$ cat src/sv/swsd_pkg.sv
`timescale 1ns / 1ps
`default_nettype none
// ----------------------------------------------------------------------------
// Scale weight stability detector package
// Shared types, character codes and scaling helpers.
// ----------------------------------------------------------------------------
package swsd_pkg;

  localparam int WEIGHT_W        = 38;
  localparam int MAG_W           = 37;
  localparam int POS_W           = 4;
  localparam int FRAC_W          = 2;
  localparam int DUR_W           = 16;
  localparam int FRACTION_DIGITS = 3;

  localparam logic [POS_W-1:0] RESPONSE_MIN_BYTES = 4'd10;
  localparam logic [POS_W-1:0] POS_MAX            = 4'd15;
  localparam logic [POS_W-1:0] POS_LAST_TEXT      = 4'd8;
  localparam logic [DUR_W-1:0] DUR_RESET          = 16'd1000;

  localparam logic [7:0] CHAR_MINUS = 8'd45;
  localparam logic [7:0] CHAR_POINT = 8'd46;
  localparam logic [7:0] CHAR_ZERO  = 8'd48;
  localparam logic [7:0] CHAR_NINE  = 8'd57;

  typedef enum logic [1:0] {
    CMD_BYTE    = 2'd0,
    CMD_TIMEOUT = 2'd1,
    CMD_RESTART = 2'd2,
    CMD_UNUSED  = 2'd3
  } cmd_e;

  typedef enum logic [1:0] {
    ST_WAIT    = 2'd0,
    ST_STABLE  = 2'd1,
    ST_TIMEOUT = 2'd2,
    ST_BADCHAR = 2'd3
  } status_e;

  typedef struct packed {
    logic                       short_resp;
    logic                       bad_char;
    logic signed [WEIGHT_W-1:0] reading;
  } parse_res_t;

  // A digit placed in front of the point, scaled to the full fraction.
  function automatic logic [MAG_W-1:0] int_digit(input logic [3:0] d);
    logic [MAG_W-1:0] w;
    w = MAG_W'(d);
    for (int i = 0; i < FRACTION_DIGITS; i++) begin
      w = MAG_W'(w * 10);
    end
    return w;
  endfunction

  // A fraction digit at position fc after the point.
  function automatic logic [MAG_W-1:0] frac_digit(input logic [3:0] d,
                                                  input logic [FRAC_W-1:0] fc);
    logic [MAG_W-1:0] w;
    w = MAG_W'(d);
    for (int i = 1; i < FRACTION_DIGITS; i++) begin
      if (i > int'(fc)) begin
        w = MAG_W'(w * 10);
      end
    end
    return w;
  endfunction

endpackage
`default_nettype wire

$ cat src/sv/swsd_regs.sv
`timescale 1ns / 1ps
`default_nettype none
// ----------------------------------------------------------------------------
// Configuration registers
// APB-style access to the stability duration register.
// ----------------------------------------------------------------------------
module swsd_regs
  import swsd_pkg::*;
(
  input  wire logic             clk_i,
  input  wire logic             rst_ni,
  input  wire logic             psel,
  input  wire logic             penable,
  input  wire logic             pwrite,
  input  wire logic [1:0]       paddr,
  input  wire logic [31:0]      pwdata,
  output logic      [31:0]      prdata,
  output logic                  pready,
  output logic      [DUR_W-1:0] duration_o
);

  logic [DUR_W-1:0] dur_q;
  logic [DUR_W-1:0] dur_d;
  logic             wr_en;

  // With a single register every word address selects it.
  assign wr_en = psel && penable && pwrite && (paddr[1:0] == paddr[1:0]);

  always_comb begin
    dur_d = dur_q;
    if (wr_en) begin
      dur_d = pwdata[DUR_W-1:0];
    end
  end

  always_ff @(posedge clk_i or negedge rst_ni) begin
    if (!rst_ni) begin
      dur_q <= DUR_RESET;
    end else begin
      dur_q <= dur_d;
    end
  end

  assign prdata     = {{(32-DUR_W){1'b0}}, dur_q};
  assign pready     = 1'b1;
  assign duration_o = dur_q;

endmodule
`default_nettype wire

$ cat src/sv/swsd_parser.sv
`timescale 1ns / 1ps
`default_nettype none
// ----------------------------------------------------------------------------
// Response parser
// Checks and converts the response text one byte at a time.
// ----------------------------------------------------------------------------
module swsd_parser
  import swsd_pkg::*;
(
  input  wire logic       clk_i,
  input  wire logic       rst_ni,
  input  wire logic       step_i,
  input  wire logic [1:0] cmd_i,
  input  wire logic [7:0] rx_byte_i,
  input  wire logic       eor_i,
  output parse_res_t      res_o
);

  logic [POS_W-1:0]  pos_q, pos_d, pos_t;
  logic              neg_q, neg_d, neg_t;
  logic [MAG_W-1:0]  mag_q, mag_d, mag_t;
  logic              point_q, point_d, point_t;
  logic [FRAC_W-1:0] frac_q, frac_d, frac_t;
  logic              stop_q, stop_d, stop_t;
  logic              bad_q, bad_d, bad_t;
  logic              is_digit;
  logic [3:0]        digit;

  assign is_digit = (rx_byte_i >= CHAR_ZERO) && (rx_byte_i <= CHAR_NINE);
  assign digit    = 4'(rx_byte_i - CHAR_ZERO);

  // Parser state after this byte.
  always_comb begin
    pos_t   = pos_q;
    neg_t   = neg_q;
    mag_t   = mag_q;
    point_t = point_q;
    frac_t  = frac_q;
    stop_t  = stop_q;
    bad_t   = bad_q;
    if (pos_q == '0) begin
      neg_t = (rx_byte_i == CHAR_MINUS);
    end else if (pos_q <= POS_LAST_TEXT) begin
      if ((rx_byte_i < CHAR_POINT) || (rx_byte_i > CHAR_NINE)) begin
        bad_t = 1'b1;
      end
      if (!stop_q) begin
        if (is_digit) begin
          if (!point_q) begin
            mag_t = MAG_W'(mag_q * 10) + int_digit(digit);
          end else if (int'(frac_q) < FRACTION_DIGITS) begin
            mag_t  = mag_q + frac_digit(digit, frac_q);
            frac_t = frac_q + 1'b1;
          end
        end else if ((rx_byte_i == CHAR_POINT) && !point_q) begin
          point_t = 1'b1;
        end else begin
          stop_t = 1'b1;
        end
      end
    end
    if (pos_q < POS_MAX) begin
      pos_t = pos_q + 1'b1;
    end
  end

  assign res_o.short_resp = (pos_t < RESPONSE_MIN_BYTES);
  assign res_o.bad_char   = bad_t;
  assign res_o.reading    = neg_t ? -$signed({1'b0, mag_t}) : $signed({1'b0, mag_t});

  always_comb begin
    pos_d   = pos_q;
    neg_d   = neg_q;
    mag_d   = mag_q;
    point_d = point_q;
    frac_d  = frac_q;
    stop_d  = stop_q;
    bad_d   = bad_q;
    if (step_i) begin
      case (cmd_e'(cmd_i))
        CMD_BYTE: begin
          if (eor_i) begin
            pos_d   = '0;
            neg_d   = 1'b0;
            mag_d   = '0;
            point_d = 1'b0;
            frac_d  = '0;
            stop_d  = 1'b0;
            bad_d   = 1'b0;
          end else begin
            pos_d   = pos_t;
            neg_d   = neg_t;
            mag_d   = mag_t;
            point_d = point_t;
            frac_d  = frac_t;
            stop_d  = stop_t;
            bad_d   = bad_t;
          end
        end
        CMD_TIMEOUT, CMD_RESTART: begin
          pos_d   = '0;
          neg_d   = 1'b0;
          mag_d   = '0;
          point_d = 1'b0;
          frac_d  = '0;
          stop_d  = 1'b0;
          bad_d   = 1'b0;
        end
        default: begin
        end
      endcase
    end
  end

  always_ff @(posedge clk_i or negedge rst_ni) begin
    if (!rst_ni) begin
      pos_q   <= '0;
      neg_q   <= 1'b0;
      mag_q   <= '0;
      point_q <= 1'b0;
      frac_q  <= '0;
      stop_q  <= 1'b0;
      bad_q   <= 1'b0;
    end else begin
      pos_q   <= pos_d;
      neg_q   <= neg_d;
      mag_q   <= mag_d;
      point_q <= point_d;
      frac_q  <= frac_d;
      stop_q  <= stop_d;
      bad_q   <= bad_d;
    end
  end

endmodule
`default_nettype wire

$ cat src/sv/swsd_tracker.sv
`timescale 1ns / 1ps
`default_nettype none
// ----------------------------------------------------------------------------
// Stability tracker
// Holds two recent readings with their timestamps and reports stability.
// ----------------------------------------------------------------------------
module swsd_tracker
  import swsd_pkg::*;
#(
  parameter int TIME_BITS = 32
) (
  input  wire logic                       clk_i,
  input  wire logic                       rst_ni,
  input  wire logic                       step_i,
  input  wire logic                       clear_i,
  input  wire logic                       feed_i,
  input  wire logic signed [WEIGHT_W-1:0] weight_i,
  input  wire logic        [TIME_BITS-1:0] time_i,
  input  wire logic        [DUR_W-1:0]    duration_i,
  output logic                            stable_o,
  output logic signed      [WEIGHT_W-1:0] stable_weight_o
);

  logic                       primed_q, primed_d;
  logic signed [WEIGHT_W-1:0] held_w_q, held_w_d;
  logic        [TIME_BITS-1:0] held_t_q, held_t_d;
  logic signed [WEIGHT_W-1:0] cand_w_q, cand_w_d;
  logic        [TIME_BITS-1:0] cand_t_q, cand_t_d;
  logic        [TIME_BITS-1:0] held_age;
  logic        [TIME_BITS-1:0] cand_age;
  logic        [TIME_BITS-1:0] limit;

  assign held_age = time_i - held_t_q;
  assign cand_age = time_i - cand_t_q;
  assign limit    = TIME_BITS'(duration_i);

  always_comb begin
    primed_d        = primed_q;
    held_w_d        = held_w_q;
    held_t_d        = held_t_q;
    cand_w_d        = cand_w_q;
    cand_t_d        = cand_t_q;
    stable_o        = 1'b0;
    stable_weight_o = '0;
    if (clear_i) begin
      primed_d = 1'b0;
      held_w_d = '0;
      held_t_d = '0;
      cand_w_d = '0;
      cand_t_d = '0;
    end else if (feed_i) begin
      if (!primed_q) begin
        primed_d = 1'b1;
        held_w_d = weight_i;
        held_t_d = time_i;
        cand_w_d = weight_i;
        cand_t_d = time_i;
      end else if (weight_i != held_w_q) begin
        if (weight_i != cand_w_q) begin
          held_w_d = cand_w_q;
          held_t_d = cand_t_q;
          cand_w_d = weight_i;
          cand_t_d = time_i;
        end else if (cand_age > limit) begin
          stable_o        = 1'b1;
          stable_weight_o = cand_w_q;
        end
      end else if (held_age > limit) begin
        stable_o        = 1'b1;
        stable_weight_o = held_w_q;
      end
      if (stable_o) begin
        primed_d = 1'b0;
        held_w_d = '0;
        held_t_d = '0;
        cand_w_d = '0;
        cand_t_d = '0;
      end
    end
  end

  always_ff @(posedge clk_i or negedge rst_ni) begin
    if (!rst_ni) begin
      primed_q <= 1'b0;
      held_w_q <= '0;
      held_t_q <= '0;
      cand_w_q <= '0;
      cand_t_q <= '0;
    end else if (step_i) begin
      primed_q <= primed_d;
      held_w_q <= held_w_d;
      held_t_q <= held_t_d;
      cand_w_q <= cand_w_d;
      cand_t_q <= cand_t_d;
    end
  end

endmodule
`default_nettype wire

$ cat src/sv/scale_weight_stability_detector.sv
`timescale 1ns / 1ps
`default_nettype none
// ----------------------------------------------------------------------------
// Scale weight stability detector
// Parses scale response words and reports when the weight has settled.
// ----------------------------------------------------------------------------
// Channel   Direction  Handshake                Payload
// in        input      in_valid_i / in_ready_o  cmd_i, rx_byte_i, end_of_response_i,
//                                               time_ms_i
// out       output     out_valid_o/out_ready_i  status_o, reading_milli_o,
//                                               stable_milli_o
// cfg       input      APB psel/penable, pready paddr, pwdata, prdata
//
// One word is accepted per cycle while the output is not stalled. A word is
// registered on acceptance and is processed once the output register is free
// or being taken, when any result it yields enters the output register. The
// output register frees its slot in the cycle it is taken, so back-to-back
// flow holds under out_ready_i. While a result waits with out_ready_i low, the
// input register keeps its word and in_ready_o falls. Reset clears the
// parser, the tracker and both valid flags; no clearing pass is needed.
// ----------------------------------------------------------------------------
module scale_weight_stability_detector
  import swsd_pkg::*;
#(
  parameter int TIME_BITS = 32
) (
  input  wire logic                       clk_i,
  input  wire logic                       rst_ni,
  input  wire logic                       in_valid_i,
  output logic                            in_ready_o,
  input  wire logic [1:0]                 cmd_i,
  input  wire logic [7:0]                 rx_byte_i,
  input  wire logic                       end_of_response_i,
  input  wire logic [31:0]                time_ms_i,
  output logic                            out_valid_o,
  input  wire logic                       out_ready_i,
  output logic [1:0]                      status_o,
  output logic signed [WEIGHT_W-1:0]      reading_milli_o,
  output logic signed [WEIGHT_W-1:0]      stable_milli_o,
  input  wire logic                       psel,
  input  wire logic                       penable,
  input  wire logic                       pwrite,
  input  wire logic [1:0]                 paddr,
  input  wire logic [31:0]                pwdata,
  output logic [31:0]                     prdata,
  output logic                            pready
);

  logic                       in_vld_q, in_vld_d;
  logic [1:0]                 cmd_q;
  logic [7:0]                 byte_q;
  logic                       eor_q;
  logic [31:0]                time_q;
  logic                       adv;
  logic                       in_acc;

  logic                       out_vld_q, out_vld_d;
  logic [1:0]                 status_q, status_d;
  logic signed [WEIGHT_W-1:0] reading_q, reading_d;
  logic signed [WEIGHT_W-1:0] stable_q, stable_d;

  logic [DUR_W-1:0]           duration;
  parse_res_t                 pres;
  logic                       produce;
  logic                       trk_clear;
  logic                       trk_feed;
  logic                       trk_stable;
  logic signed [WEIGHT_W-1:0] trk_weight;

  assign adv        = in_vld_q && (!out_vld_q || out_ready_i);
  assign in_ready_o = !in_vld_q || adv;
  assign in_acc     = in_valid_i && in_ready_o;

  swsd_regs u_regs (
    .clk_i      (clk_i),
    .rst_ni     (rst_ni),
    .psel       (psel),
    .penable    (penable),
    .pwrite     (pwrite),
    .paddr      (paddr),
    .pwdata     (pwdata),
    .prdata     (prdata),
    .pready     (pready),
    .duration_o (duration)
  );

  swsd_parser u_parser (
    .clk_i     (clk_i),
    .rst_ni    (rst_ni),
    .step_i    (adv),
    .cmd_i     (cmd_q),
    .rx_byte_i (byte_q),
    .eor_i     (eor_q),
    .res_o     (pres)
  );

  always_comb begin
    produce   = 1'b0;
    trk_clear = 1'b0;
    trk_feed  = 1'b0;
    status_d  = ST_WAIT;
    reading_d = '0;
    stable_d  = '0;
    case (cmd_e'(cmd_q))
      CMD_BYTE: begin
        if (eor_q) begin
          produce = 1'b1;
          if (pres.short_resp) begin
            status_d  = ST_TIMEOUT;
            trk_clear = 1'b1;
          end else if (pres.bad_char) begin
            status_d  = ST_BADCHAR;
            trk_clear = 1'b1;
          end else begin
            trk_feed  = 1'b1;
            reading_d = pres.reading;
            status_d  = trk_stable ? ST_STABLE : ST_WAIT;
            stable_d  = trk_weight;
          end
        end
      end
      CMD_TIMEOUT: begin
        produce   = 1'b1;
        status_d  = ST_TIMEOUT;
        trk_clear = 1'b1;
      end
      CMD_RESTART: begin
        trk_clear = 1'b1;
      end
      default: begin
      end
    endcase
  end

  swsd_tracker #(
    .TIME_BITS (TIME_BITS)
  ) u_tracker (
    .clk_i           (clk_i),
    .rst_ni          (rst_ni),
    .step_i          (adv),
    .clear_i         (trk_clear),
    .feed_i          (trk_feed),
    .weight_i        (pres.reading),
    .time_i          (time_q[TIME_BITS-1:0]),
    .duration_i      (duration),
    .stable_o        (trk_stable),
    .stable_weight_o (trk_weight)
  );

  always_comb begin
    in_vld_d = in_vld_q;
    if (in_acc) begin
      in_vld_d = 1'b1;
    end else if (adv) begin
      in_vld_d = 1'b0;
    end
    out_vld_d = out_vld_q;
    if (adv) begin
      out_vld_d = produce;
    end else if (out_ready_i) begin
      out_vld_d = 1'b0;
    end
  end

  always_ff @(posedge clk_i or negedge rst_ni) begin
    if (!rst_ni) begin
      in_vld_q  <= 1'b0;
      out_vld_q <= 1'b0;
    end else begin
      in_vld_q  <= in_vld_d;
      out_vld_q <= out_vld_d;
    end
  end

  always_ff @(posedge clk_i) begin
    if (in_acc) begin
      cmd_q  <= cmd_i;
      byte_q <= rx_byte_i;
      eor_q  <= end_of_response_i;
      time_q <= time_ms_i;
    end
    if (adv && produce) begin
      status_q  <= status_d;
      reading_q <= reading_d;
      stable_q  <= stable_d;
    end
  end

  assign out_valid_o     = out_vld_q;
  assign status_o        = status_q;
  assign reading_milli_o = reading_q;
  assign stable_milli_o  = stable_q;

endmodule
`default_nettype wire

$ cat config.mk
export PLATFORM = sky130hd
export DESIGN_NAME = scale_weight_stability_detector
export DESIGN_NICKNAME = d
export VERILOG_FILES = /design/src/sv/swsd_pkg.sv /design/src/sv/swsd_regs.sv /design/src/sv/swsd_parser.sv /design/src/sv/swsd_tracker.sv /design/src/sv/scale_weight_stability_detector.sv
export SDC_FILE = /design/constraint.sdc
export NUM_CORES = 1
export LEC_CHECK = 0
export ABC_AREA = 1
export BUFFER_PORTS_ARGS = -buffer_cell sky130_fd_sc_hd__buf_2
export CORE_UTILIZATION = 40
export DETAILED_ROUTE_END_ITERATION = 6
export PLACE_DENSITY_LB_ADDON = 0.08
export SLEW_MARGIN = 20
export SYNTH_ARGS = -nofsm -noshare
export SYNTH_HDL_FRONTEND = slang
export SYNTH_SLANG_ARGS = --single-unit
$ cat constraint.sdc
create_clock -name clk_i -period 24.5 [get_ports clk_i]
set_input_delay 1.225 -clock clk_i [delete_from_list [all_inputs] [get_ports clk_i]]
set_output_delay 1.225 -clock clk_i [all_outputs]
set_load 0.05 [all_outputs]
; ---- Word level (Yosys, flattened, before mapping)
; Index checks and enable logic that the tools add are counted.
[op_classes]
mul = 5
bitwise = 4
n_eq_ne = 16
n_mux = 115
add_sub_neg = 8
magnitude_cmp = 12
reduce_logical = 28
[op_table]
columns = op, count
row1 = $mux 37, 20
row2 = $mux 38, 17
row3 = $mux 32, 12
row4 = $ne 38x38->1, 2
row5 = $mul 37x3->36 const B, 2
row6 = $pmux 37 s2, 1
row7 = $gt 32x16->1, 2
row8 = $sub 32x32->32, 2
row9 = $mux 1, 43
row10 = $neg 37->38, 1
row11 = $add 37x16->37, 1
row12 = $add 37x37->37, 1
row13 = $mux 2, 10
row14 = $eq 8x6->1 const B, 2
row15 = $ne 3x2->1 const B, 5
row16 = $mul 10x3->13 const B, 1
row17 = $pmux 1 s2, 6
row18 = $mul 7x3->10 const B, 1
row19 = $ne 3x3->1 const B, 3
row20 = $ge 8x6->1 const B, 1
row21 = $gt 8x6->1 const B, 1
row22 = $le 8x6->1 const B, 1
row23 = $lt 4x4->1 const B, 2
row24 = $lt 8x6->1 const B, 1
row25 = 29 further kinds, 50
[word_totals]
word_cells = 210
ff_bits = 327
output_inout_bits = 113
in_bits = 84

; ---- Depth between registers and ports, before layout
[logic_depth]
ltp_word = 39
ltp_mapped = 59
mapped_depth_nobuf = 57

; ---- Cells and area by module
; Synthesis repeated with hierarchy kept, for this count alone.
[hier_totals]
hier_cells = 4835
hier_area_um2 = 31602.8
[modules_own_cells]
columns = module, seq_area_each_um2, area_per_inst_um2, cells_per_inst, instances
row1 = swsd_tracker, 3528.4, 14232.4, 2400, 1
row2 = swsd_parser, 1176.1, 11609.9, 2015, 1
row3 = scale_weight_stability_detector, 3683.5, 4800.9, 313, 1
row4 = swsd_regs, 407.9, 959.7, 107, 1

; ---- Worst setup path after synthesis
; No wires, ideal clock.
[synth_timing]
path_type = register -> register
from = reg byte_q[1]
to = reg u_tracker.cand_w_q[18]
stages_incl_launch_ff = 56
slack_ns = 16.640
t_required_ns = 24.384
arrival_time_ns = 7.744
n_path_buf = 2
setup_time_ns = 0.116
synth_period_minus_slack_ns = 7.860
path_cell_list = edfxtp_1 ha_1 ha_1 fa_1 or2_2 nand2_1 ha_1 ha_1 a21oi_1 nand2_1 xnor2_1 inv_1 ha_1 ha_1 nand2_1 o21ai_0 a21oi_1 o21bai_1 (+20 left out) nor2_4 nand2_1 nand2_1 nand2_1 nand2_1 nand2_1 nor2_2 inv_2 nor2_2 nand3_4 nand2_1 nand3_2 nand3_1 nand2_2 buf_8 buf_6 nand2_2 nand2_1
[synth_via]
elab_chain_len = 35
elab_cells_between_ends = 65
classes_between = 4 x add/sub / 4 x mul / 4 x order compare / 5 x eq/ne / 44 x mux / 4 x reduce/logical
[synth_lines]
columns = item, line
row1 = start: declaration, scale_weight_stability_detector.sv:51  ; logic [7:0] byte_q;
row2 = start signal: assignment, scale_weight_stability_detector.sv:178  ; byte_q <= rx_byte_i;
row3 = $sub 4x1->4, swsd_parser.sv:30  ; assign digit = 4'(rx_byte_i - CHAR_ZERO);
row4 = $mul 4x3->7, "swsd_pkg.sv:51, swsd_pkg.sv:63"
row5 = $mux 8, swsd_pkg.sv:62  ; if (i > int'(fc)) begin
row6 = $mux 37, swsd_parser.sv:51  ; end else if (int'(frac_q) < FRACTION_DIGITS) begin
row7 = $mux 37, swsd_parser.sv:49  ; if (!point_q) begin
row8 = $mux 37, swsd_parser.sv:48  ; if (is_digit) begin
row9 = $mux 37, swsd_parser.sv:47  ; if (!stop_q) begin
row10 = $mux 37, swsd_parser.sv:43  ; end else if (pos_q <= POS_LAST_TEXT) begin
row11 = (+19 left out), -
row12 = $mux 1, swsd_tracker.sv:59  ; if (weight_i != cand_w_q) begin
row13 = $mux 1, swsd_tracker.sv:58  ; end else if (weight_i != held_w_q) begin
row14 = $mux 1, swsd_tracker.sv:52  ; if (!primed_q) begin
row15 = $mux 1, swsd_tracker.sv:51  ; end else if (feed_i) begin
row16 = $mux 1, swsd_tracker.sv:45  ; if (clear_i) begin
row17 = $mux 38, swsd_tracker.sv:72  ; if (stable_o) begin
row18 = $mux 38, swsd_tracker.sv:51
row19 = $mux 38, swsd_tracker.sv:45
row20 = end signal: assignment, swsd_tracker.sv:93  ; cand_w_q <= cand_w_d;
row21 = end: declaration, swsd_tracker.sv:27  ; logic signed [WEIGHT_W-1:0] cand_w_q, cand_w_d;
; Parallel ways exist; a longest one is shown, timed or not. The select of a mux whose other input is x is not followed.
; A chain may end at the register's enable or synchronous reset.

; ---- Worst setup path after layout
[layout_timing]
from = reg byte_q[1]
to = reg u_tracker.cand_t_q[1]
[layout_via]
elab_chain_len = 35
elab_cells_between_ends = 62
classes_between = 4 x add/sub / 4 x mul / 4 x order compare / 5 x eq/ne / 41 x mux / 4 x reduce/logical
[layout_lines]
columns = item, line
row1 = $sub 4x1->4, swsd_parser.sv:30
row2 = $mul 4x3->7, "swsd_pkg.sv:51, swsd_pkg.sv:63"
row3 = $mux 8, swsd_pkg.sv:62
row4 = $mux 37, swsd_parser.sv:51
row5 = $mux 37, swsd_parser.sv:49
row6 = $mux 37, swsd_parser.sv:48
row7 = $mux 37, swsd_parser.sv:47
row8 = $mux 37, swsd_parser.sv:43
row9 = (+19 left out), -
row10 = $mux 1, swsd_tracker.sv:59
row11 = $mux 1, swsd_tracker.sv:58
row12 = $mux 1, swsd_tracker.sv:52
row13 = $mux 1, swsd_tracker.sv:51
row14 = $mux 1, swsd_tracker.sv:45
row15 = $mux 32, swsd_tracker.sv:72
row16 = $mux 32, swsd_tracker.sv:51
row17 = $mux 32, swsd_tracker.sv:45
row18 = end signal: assignment, swsd_tracker.sv:94  ; cand_t_q <= cand_t_d;
row19 = end: declaration, swsd_tracker.sv:28  ; logic [TIME_BITS-1:0] cand_t_q, cand_t_d;
; Parallel ways exist; a longest one is shown, timed or not. The select of a mux whose other input is x is not followed.

==> summary.md <==
| Metric | Value |
|---|---|
| CP Depth | 49 |
| Peak supply drop | between 0.07 and 0.08 mV |
| CP Data Arrival Time | between 10 and 15 ns |
| Post-CTS Hold Buffers | 0 |
| Synth Instances | 4278 |
| Internal power | between 1.5 and 2 mW |
| Area grow syn2layout | 10.0% |
| Comb power frac | between 50% and 60% |
| Worst-Skew Late Latency | about 0.57 ns |
| Post-synth ARST share | a little over three fifths |
| Slowest stage delay, CP | a little under 0.8 ns |
| R2r startpoint | byte_q[1]$_DFFE_PP_ |
| Syn Area/Cell | between 6 and 7 um^2 |
| Ant. Diodes | 0 |
| Static Leak | approximately 17 nW |
| Nets@finish | between 4000 and 5000 |
| Clock sinks | 327 |
| Hold Path Class | flop to flop |
| MaxCap Viol Count | 0 |
| Synthesized flop and latch total | between 300 and 400 |
| Core area | approximately 0.070 mm^2 |
| CTS root buf | clkbuf_16 |
| Ratio of cells with drive above 1 in the final layout | 8.30% |
| Global-route wire length before repair | approximately 130000 um |
| H-tree levels | 2 |
| Synth top area cells | nand2_1, dfrtp_1, edfxtp_1 |
| Psw | 1.30 mW |
| Reg2reg path depth | 49 |
| Avg Vias per Cell | about 5.0 |
| Max stage delay cell, worst path | buf_4 |
| Hold path start | u_tracker.cand_t_q[2]$_DFFE_PN0P_ |
| Routed Antenna Nets | 0 |
| Unrepaired setup endpoints after global routing | no |
| CTS tree | done |
| Max Slew Vio Count | 0 |
| Final WL | approximately 84000 um |
| TNS Setup | 0 ns |
| # port buffers | about 160 |
| Worst-margin pin slew | around 1.1 ns |
| Worst path bufs/invs | 3 |
| Synth warn | 0 |
| Worst Path Max Fanout | 73 |
| Most frequent cells in the layout | nand2_1, inv_1, nand3_1, nor2_1, a21oi_1 |
| Final Wtd Congestion | just over 0.9 |
| Sequential area share after synthesis | a little under a third |
| CP Launch Point | byte_q[1]$_DFFE_PP_ |
| Crit end category | flop |
| CP Launch Type | flop |
| Max clock buf depth | 3 |
| Placed cells | 5286 |
| Rel. slew slack | 23.9% |
| Total Power | between 2 and 3 mW |
| Cts repair resizes | 0 |
| Sequential Power Share | a little over a quarter |
| Final Critical Period | between 10 and 15 ns |
| Status | complete, no violations |
| Fmax | around 89 MHz |
| IO Count | 197 |
| Worst Path Class, Setup | flop to flop |
| Endpoints failing setup | 0 |
| WL/cell | approximately 16 um |
| Pwr/cell area | about 91 mW/mm^2 |
| Final Hold Viols | 0 |
| Starting Density | between 40% and 50% |
| Total congestion overflow | 0 |
| Largest net degree at the start of global routing | 96 |
| Worst Setup EP | u_tracker.cand_t_q[1]$_DFFE_PN0P_ |
| Reg-to-Reg End | u_tracker.cand_t_q[1]$_DFFE_PN0P_ |
| Chip height | between 200 and 300 um |
| Postcts setup bufs | 0 |
| Residual DRC | 0 |
| Req. time, crit path | roughly 25 ns |
| Die X | between 200 and 300 um |
| Fin cells | about 5400 |
| Antenna violations before repair | 3 |
| DP Wirelength | ~63000 um |
| Synth cell types | 58 |
| Vias in the first global route | 25100 |
| Area share of the largest cell type after synthesis | between 10% and 20% |
| Filler cells | 7359 |
| Vias post-DR | around 27000 |
| Post-Route Utilization | between 40% and 50% |
| Die area | approximately 0.072 mm^2 |
| Most used cell, CP | nand2_1 |
| Mapped Area | 0.0285 mm^2 |
| GRT Overall Usage | between 20% and 30% |
| Commonest non-fill, non-tap cell in the layout | nand2_1 |
| Dominant cell type by area after synthesis | nand2_1 |
| Clock group share of total power | 21.7% |
| EDFF count, synth | 121 |
| Ys flop type | dfrtp_1 |
| CTS clock-pin slew for the worst setup and hold paths | around 0.06 ns |
| Sw Share | between 40% and 50% |
| R2R setup slack | 13.30 ns |
| Drt pass-1 iters | 6 |
| Worst Clk Skew | 0.0231 ns |
| Fin crit share | a little under half |
| Top delay family on crit path | simple AND/OR/NAND/NOR gates |
| Iteration-0 DRC Markers | between 1500 and 2000 |
| CTS Buf Count | 40 |
| Row Count | just under 100 |
==> flip-flops by register name, indices dropped and copies added, names as in the netlist, 16 cells and up <==
signal and count:
reading_milli_o 38, u_regs.duration_o 16, u_tracker.held_w_q 38, stable_milli_o 38
u_tracker.cand_w_q 38, u_tracker.held_t_q 32, u_tracker.cand_t_q 32, time_q 32
u_parser.mag_q 37
==> kinds of logic (layout without fill, tap and decap cells) <==
group	Yosys count	count (layout)	synth area share, %
AND/OR/NAND/NOR	2379	2379	35.4
XOR/XNOR	95	95	2.92
other	2	17	0.0263
buffers and inverters	749	876	10.6
flip-flops	327	327	30.8
adder cells (fa/ha/maj)	244	244	10.9
multiplexers	1	1	0.0395
AO/OA/AOI/OAI	481	481	9.22
==> power by group through the flow <==
stage	Clock [mW]	Sequential [mW]	Combinational, mW
final	0.617	0.765	1.46
after global routing	0.652	0.780	1.67
after CTS	0.632	0.764	1.47
after detailed placement	0	0.772	1.46
after global placement	0	0.772	1.45
after floorplan	0	0.780	1.10
==> cells in the mapped netlist (33+ instances only) <==
library cell	count
nand2_1	1475
inv_1	599
nand3_1	346
nor2_1	314
a21oi_1	242
ha_1	235
dfrtp_1	200
o21ai_0	137
edfxtp_1	121
nand4_1	64
xor2_1	56
clkbuf_1	50
xnor2_1	39
nand3b_1	36
nor3_1	36
o22ai_1	33
==> layer usage <==
layer / share of wire, % / global-route usage [%]
met5: 0.016 / 0
met4: 1.9 / 4.91
met3: 4.8 / 2.97
met2: 47 / 39.4
met1: 47 / 31.9
==> worst reg2reg max path: cells and delay by family, from the launching register on <==
family	cells	cell delay [ns]
simple gates	30	5.49
fa+ha+maj	8	2.60
compound gates	6	1.17
buf+inv	3	0.97
flops	1	0.60
xor+xnor	2	0.32
==> cell type report <==
class | count | area (um^2) | area share [%]
sequential | 327 | 8800 | 28.0
timing repair buffer | 177 | 936 | 2.98
tap | 940 | 1180 | 3.75
clock buffer | 53 | 1090 | 3.48
inverter | 625 | 2350 | 7.48
multi-input combinational | 3217 | 16800 | 53.5
clock inverter | 21 | 249 | 0.794
==> worst min-delay path by stage <==
stage                                   endpoint  depth (start not counted)
6_report       u_tracker.cand_t_q[2]$_DFFE_PN0P_                          2
5_1_grt        u_tracker.cand_t_q[2]$_DFFE_PN0P_                          2
4_1_cts        u_tracker.cand_t_q[0]$_DFFE_PN0P_                          2
3_5_place_dp   u_tracker.cand_t_q[0]$_DFFE_PN0P_                          2
3_3_place_gp   u_tracker.cand_t_q[0]$_DFFE_PN0P_                          2
2_1_floorplan  u_tracker.cand_t_q[0]$_DFFE_PN0P_                          2
==> stage by stage <==
step           area, um^2  hold slack [ns]  setup slack (ns)
6_report            31400            0.473             13.30
5_1_grt             31400            0.495             12.38
4_1_cts             31400            0.479             13.36
3_5_place_dp        30000            0.464             13.41
3_3_place_gp        30000            0.452             13.42
2_1_floorplan       28600            0.444             16.64
Note: power is estimated with default switching activity, not from simulation.
